--- src/hw/rtl/adaptive_setpoint_lowpass_2d_assert.svh ---
// Assertion macros shared by the setpoint low-pass filter RTL.
`ifndef ADAPTIVE_SETPOINT_LOWPASS_2D_ASSERT_SVH
`define ADAPTIVE_SETPOINT_LOWPASS_2D_ASSERT_SVH

// The consequent must hold in the same cycle as the antecedent.
`define ASLP_ASSERT_NOW(label, ante, cons) \
  label: assert property (@(posedge clk) disable iff (!rst_n) (ante) |-> (cons)) \
    else $error("assertion failed");

// The consequent must hold in the cycle after the antecedent.
`define ASLP_ASSERT_NEXT(label, ante, cons) \
  label: assert property (@(posedge clk) disable iff (!rst_n) (ante) |=> (cons)) \
    else $error("assertion failed");

`endif

--- src/hw/rtl/aslp_pkg.sv ---
// Package: types and constants of the setpoint low-pass filter.
`timescale 1ns / 1ps
package aslp_pkg;

  localparam int unsigned POS_W       = 21;
  localparam int unsigned CFG_DATA_W  = 20;
  localparam int unsigned CFG_IDX_W   = 3;
  localparam int unsigned SQRT_STEPS  = 22;
  localparam int unsigned DT_W        = 17;
  localparam logic [16:0] DT_MIN_US   = 17'd1000;
  localparam logic [16:0] DT_MAX_US   = 17'd100000;

  localparam logic [CFG_IDX_W-1:0] CFG_DEADBAND  = 3'd0;
  localparam logic [CFG_IDX_W-1:0] CFG_NEAR_DIST = 3'd1;
  localparam logic [CFG_IDX_W-1:0] CFG_FAR_DIST  = 3'd2;
  localparam logic [CFG_IDX_W-1:0] CFG_NEAR_TAU  = 3'd3;
  localparam logic [CFG_IDX_W-1:0] CFG_FAR_TAU   = 3'd4;

  typedef enum logic [3:0] {
    ST_IDLE, ST_SQ_X, ST_SQ_Y, ST_SQRT, ST_DECIDE, ST_TAU1, ST_TAU2,
    ST_TAU3, ST_TAU4, ST_DIV_INIT, ST_DIV, ST_UPD_X, ST_UPD_Y, ST_FIN
  } state_t;

  typedef enum logic [3:0] {
    OP_NONE, OP_SQ_X, OP_SQ_Y, OP_SQRT, OP_DECIDE, OP_TAU1, OP_TAU2,
    OP_TAU3, OP_TAU4, OP_DIV_INIT, OP_DIV, OP_UPD_X, OP_UPD_Y, OP_LOAD_OUT
  } op_t;

  typedef struct packed {
    logic accept;
    op_t  op;
  } cmd_t;

  typedef struct packed {
    logic in_valid;
    logic sqrt_last;
    logic div_last;
    logic bypass;
    logic out_free;
  } sts_t;

endpackage

--- src/hw/rtl/aslp_ctrl.sv ---
// Controller: sequences the datapath through one item.
`timescale 1ns / 1ps
module aslp_ctrl (
  input  logic          clk,
  input  logic          rst_n,
  input  aslp_pkg::sts_t sts,
  output aslp_pkg::cmd_t cmd
);

  aslp_pkg::state_t state_r, state_nxt;

  always_ff @(posedge clk) begin
    if (!rst_n) begin
      state_r <= aslp_pkg::ST_IDLE;
    end else begin
      state_r <= state_nxt;
    end
  end

  always_comb begin
    state_nxt = state_r;
    unique case (state_r)
      aslp_pkg::ST_IDLE:     if (sts.in_valid) state_nxt = aslp_pkg::ST_SQ_X;
      aslp_pkg::ST_SQ_X:     state_nxt = aslp_pkg::ST_SQ_Y;
      aslp_pkg::ST_SQ_Y:     state_nxt = aslp_pkg::ST_SQRT;
      aslp_pkg::ST_SQRT:     if (sts.sqrt_last) state_nxt = aslp_pkg::ST_DECIDE;
      aslp_pkg::ST_DECIDE:   state_nxt = aslp_pkg::ST_TAU1;
      aslp_pkg::ST_TAU1:     state_nxt = sts.bypass ? aslp_pkg::ST_FIN : aslp_pkg::ST_TAU2;
      aslp_pkg::ST_TAU2:     state_nxt = aslp_pkg::ST_TAU3;
      aslp_pkg::ST_TAU3:     state_nxt = aslp_pkg::ST_TAU4;
      aslp_pkg::ST_TAU4:     state_nxt = aslp_pkg::ST_DIV_INIT;
      aslp_pkg::ST_DIV_INIT: state_nxt = aslp_pkg::ST_DIV;
      aslp_pkg::ST_DIV:      if (sts.div_last) state_nxt = aslp_pkg::ST_UPD_X;
      aslp_pkg::ST_UPD_X:    state_nxt = aslp_pkg::ST_UPD_Y;
      aslp_pkg::ST_UPD_Y:    state_nxt = aslp_pkg::ST_FIN;
      aslp_pkg::ST_FIN:      if (sts.out_free) state_nxt = aslp_pkg::ST_IDLE;
      default:               state_nxt = aslp_pkg::ST_IDLE;
    endcase
  end

  always_comb begin
    cmd.accept = 1'b0;
    cmd.op     = aslp_pkg::OP_NONE;
    unique case (state_r)
      aslp_pkg::ST_IDLE:     cmd.accept = 1'b1;
      aslp_pkg::ST_SQ_X:     cmd.op = aslp_pkg::OP_SQ_X;
      aslp_pkg::ST_SQ_Y:     cmd.op = aslp_pkg::OP_SQ_Y;
      aslp_pkg::ST_SQRT:     cmd.op = aslp_pkg::OP_SQRT;
      aslp_pkg::ST_DECIDE:   cmd.op = aslp_pkg::OP_DECIDE;
      aslp_pkg::ST_TAU1:     cmd.op = sts.bypass ? aslp_pkg::OP_NONE : aslp_pkg::OP_TAU1;
      aslp_pkg::ST_TAU2:     cmd.op = aslp_pkg::OP_TAU2;
      aslp_pkg::ST_TAU3:     cmd.op = aslp_pkg::OP_TAU3;
      aslp_pkg::ST_TAU4:     cmd.op = aslp_pkg::OP_TAU4;
      aslp_pkg::ST_DIV_INIT: cmd.op = aslp_pkg::OP_DIV_INIT;
      aslp_pkg::ST_DIV:      cmd.op = aslp_pkg::OP_DIV;
      aslp_pkg::ST_UPD_X:    cmd.op = aslp_pkg::OP_UPD_X;
      aslp_pkg::ST_UPD_Y:    cmd.op = aslp_pkg::OP_UPD_Y;
      aslp_pkg::ST_FIN:      cmd.op = sts.out_free ? aslp_pkg::OP_LOAD_OUT : aslp_pkg::OP_NONE;
      default:               cmd.op = aslp_pkg::OP_NONE;
    endcase
  end

endmodule

--- config.mk ---
export PLATFORM = sky130hd
export DESIGN_NAME = aslp_ctrl
export DESIGN_NICKNAME = d
export VERILOG_FILES = /design/src/hw/rtl/adaptive_setpoint_lowpass_2d_assert.svh /design/src/hw/rtl/aslp_pkg.sv /design/src/hw/rtl/aslp_ctrl.sv
export SDC_FILE = /design/constraint.sdc
export NUM_CORES = 1
export LEC_CHECK = 0
export ABC_AREA = 1
export BUFFER_PORTS_ARGS = -buffer_cell sky130_fd_sc_hd__buf_2
export CAP_MARGIN = 20
export CORE_AREA = 2 2 39 41
export CTS_BUF_LIST = sky130_fd_sc_hd__clkbuf_2
export DETAILED_ROUTE_END_ITERATION = 7
export DIE_AREA = 0 0 41 43
export GPL_TIMING_DRIVEN = 0
export SYNTH_ARGS = -nofsm -noshare
export SYNTH_HDL_FRONTEND = slang
export SYNTH_SLANG_ARGS = --single-unit
--- constraint.sdc ---
create_clock -name clk -period 2.47 [get_ports clk]
set_input_delay 0.6175 -clock clk [delete_from_list [all_inputs] [get_ports clk]]
set_output_delay 0.6175 -clock clk [all_outputs]
set_load 0.03 [all_outputs]
After elaboration in Yosys (flattened, before gate mapping)
Index checks and enable logic that the tools add are counted.
{"block": "word_totals", "latch_bits": 0, "romBits": 0, "mem_count": 0, "wordCells": 30, "in_bits": 7, "output_inout_bits": 5, "reg_bits": 4, "mem_bits_rw": 0}
{"block": "op_classes", "n_div": 0, "add_sub_neg": 0, "multipliers": 0, "n_mux": 10, "n_bitwise": 0, "reduce_logical": 2, "shifts": 0, "eq_ne": 17, "n_lt_le_gt_ge": 0}
{"cell": "$pmux W4 S14", "n": 1}
{"cell": "$pmux W4 S13", "n": 1}
{"cell": "$eq A4 B4 Y1 const B", "n": 6}
{"cell": "$mux W4", "n": 6}
{"cell": "$eq A4 B3 Y1 const B", "n": 4}
{"cell": "$eq A4 B2 Y1 const B", "n": 2}
{"cell": "$ne A2 B2 Y1 const B", "n": 4}
{"cell": "$eq A4 B1 Y1 const B", "n": 1}
{"cell": "$logic_not A4 Y1", "n": 1}
{"cell": "$reduce_and A4 Y1", "n": 1}
{"cell": "$mux W3", "n": 1}
{"cell": "$mux W1", "n": 1}

Logic depth before layout (Yosys ltp)
{"block": "depth", "word_depth": 3, "ltp_mapped": 7, "ltp_nobuf": 7}

Worst setup path after synthesis
OpenSTA, ideal clock, no wires.
{"block": "synth_timing", "path_kind": "reg-to-output", "from": "reg state_r[1]", "to": "out cmd[4] (netlist name)", "required_ns": 1.852, "n_path_buf": 0, "arrival_ns": 1.251, "slack_ns": 0.602, "path_stages_with_launch": 4, "path_cell_list": "dfxtp_1 nor2_1 inv_1 nor3_1"}
{"item": "from (decl)", "line_no": "aslp_ctrl.sv:10", "text": "aslp_pkg::state_t state_r, state_nxt;"}
{"item": "from (signal assigned)", "line_no": "aslp_ctrl.sv:14", "text": "state_r <= aslp_pkg::ST_IDLE;"}
{"item": "from (signal assigned)", "line_no": "aslp_ctrl.sv:16", "text": "state_r <= state_nxt;"}
{"item": "to (decl)", "line_no": "aslp_ctrl.sv:7", "text": "output aslp_pkg::cmd_t cmd"}

==> reports/results.ini <==
[sta]
slew_headroom = 0.7921
rsz0062_at_grt = no
finalMaxSlewViolations = 0
fin_tns_setup_ns = 0
report.final.hold_viol_count = 0
fin_crit_ns = 1.938
setup_violations = 0
fmaxAchievable_mhz = 516.0
finClkSkew_ns = 0.007484
tightest_slew_ns = 0.3114
finalCritPeriodShare = 0.7847

[synthesis]
seq_area_frac_synth = 0.1975
syn_area_um2 = 405.4
synth.distinct_cells = 19
syn_inst = 69
synth_commonest_cells = 15 x nand2_1, 12 x inv_1, 6 x nand3_1
ys_warn_count = 0
synth.top_cell.area_share = 0.1975
synthTopCellsByArea = dfxtp_1 20%, nand2_1 14%, inv_1 11%
yosysMostFrequentCell = nand2_1
synthFlopType = dfxtp_1
synth_edf_count = 0
async_flop_share = 0
synth_area_per_cell_um2 = 5.875
synth_seq_cells = 4
syn_nets = 76
yosys.area.top_type = dfxtp_1

[placement]
port_buffers = 11
dpl.cell_count = 96
gp_congestion = 0.7925
hpwlAfterDp_um = 758.7

[route]
antenna_left = 0
initialDrtViolationCount = 4
wire_per_inst_um = 9.505
dr.pass1.iters = 4
drc = 0
vias = 461
viasPerCell = 4.657
totalWireLength_um = 941

[min_path]
min_from = state_r[1]
hold_path.class = flip-flop to flip-flop

[final_layout]
drive_gt1_frac = 0.3494
largest_reg_flops = 4
largestRegisters = state_r (4)
top_register = state_r
fin_nets = 92
area_delta_synth_final_pct = 22.22
antennaDiodeCount = 0
fill_cells = 166
fin_cells = 99

[pwr]
pwr_density_cell_mw_per_mm2 = 485.2
p_leak_nw = 0.2690
vdd_ir_drop_max_v = 0.0002165

[clocking]
clockBufferDepth = 2
clk_latency_ns = 0.20
cts_inserted_buffers = 3
hold_buffers = 0
cts_resized = 0
cts_tree = built
h-tree-depth = 1
cts_sinks = 4
cts_setup_buffers = 0
cts-root-buf = clkbuf_2
cts.clk_slew.worst_paths_ns = 0.04

[status]
outcome = finished, final reports clean

[flow_run]
cap_violations = 0

[grt]
gr-total-overflow = 0
grt_use_total = 0.1256
grt_max_degree = 8
grt_pass1_vias = 391
grt_pass1_wl_um = 1504
antenna_found_initial = 0

[critical_path]
r2r-start = state_r[0]
start_kind = flip-flop
path_class = flip-flop to output port
worstSetupStartpoint = state_r[0]
critPathCaptureType = output port
cp_max_fo = 7
required_ns = 1.85
slowest_delay_ns = 0.46
critPathSlowestCell = dfxtp_1
path_cells = inv_2, nor2_2, nand3_1, o2111ai_1, buf_2
crit_arrival_ns = 1.32

[floorplanning]
die_area_mm2 = 0.001763
dieWidth_um = 41
num_io_pins = 12
core_area_mm2 = 0.001384
start_util = 0.2929
rows = 14
chipHeight_um = 43

-- path summary, 6_finish.rpt --
kind	to	slack [ns]	depth (start not counted)
max	cmd[0]	0.53	5
min reg2reg	state_r[1]	0.58	2
min	state_r[1]	0.58	2
max reg2reg	state_r[3]	1.23	7
-- cell families after synthesis --
group,synth area share
AOI/OAI and AO/OA,0.1728
buffers and inverters,0.1481
DFF,0.1975
and+or+nand+nor,0.4815
-- final cells by class --
cell class | instances | area [µm²] | area share
multi-input combinational | 49 | 265.3 | 0.5354
sequential | 4 | 80.08 | 0.1616
inverter | 16 | 60.06 | 0.1212
timing repair buffer | 11 | 55.05 | 0.1111
tap | 16 | 20.02 | 0.04040
clock buffer | 3 | 15.01 | 0.03030
-- where the power goes --
part           internal (mW)  leakage [nW]  switching (mW)
combinational         0.0335         0.224          0.0691
sequential            0.0707        0.0327          0.0109
clock                 0.0326        0.0125          0.0236
total                  0.137         0.269           0.104
-- routing by layer --
metal / track usage / share of wire / up-vias
met4: 0.06000 / 0 / 0
met2: 0.1813 / 0.46 / 12
met1: 0.1581 / 0.49 / 198
met5: 0 / 0 / -
met3: 0.04712 / 0.052 / 0
li1: - / - / 251
-- cells in the final DEF (no fill, tap or decap), drive strengths merged, types with 2 or more instances in the layout --
cell type,instances
nor2,9
clkbuf,3
o211ai,2
o21ai,3
a21oi,4
buf,11
dfxtp,4
nand2,18
nand3,9
inv,16
-- per-stage QoR --
step	setup WS [ns]	hold slack, ns	area, µm²	util	power (mW)
6_report	0.5319	0.5850	495.5	0.3580	0.2404
5_1_grt	0.3696	0.6093	495.5	0.3580	0.2600
4_1_cts	0.5171	0.5918	495.5	0.3580	0.2442
3_5_place_dp	0.6091	0.5827	480.5	0.3472	0.1849
3_3_place_gp	0.6059	0.5887	480.5	0.3472	0.1844
2_1_floorplan	0.6019	0.5306	405.4	-	0.1576
-- worst max-delay path: cells and delay by family (launching register included) --
| kind | cells | cell delay, ns |
|---|---|---|
| DFF | 1 | 0.46 |
| AOI/OAI and AO/OA | 1 | 0.10 |
| and+or+nand+nor | 2 | 0.26 |
| buffers and inverters | 2 | 0.30 |
No activity file was read; power rests on OpenSTA's default activity.
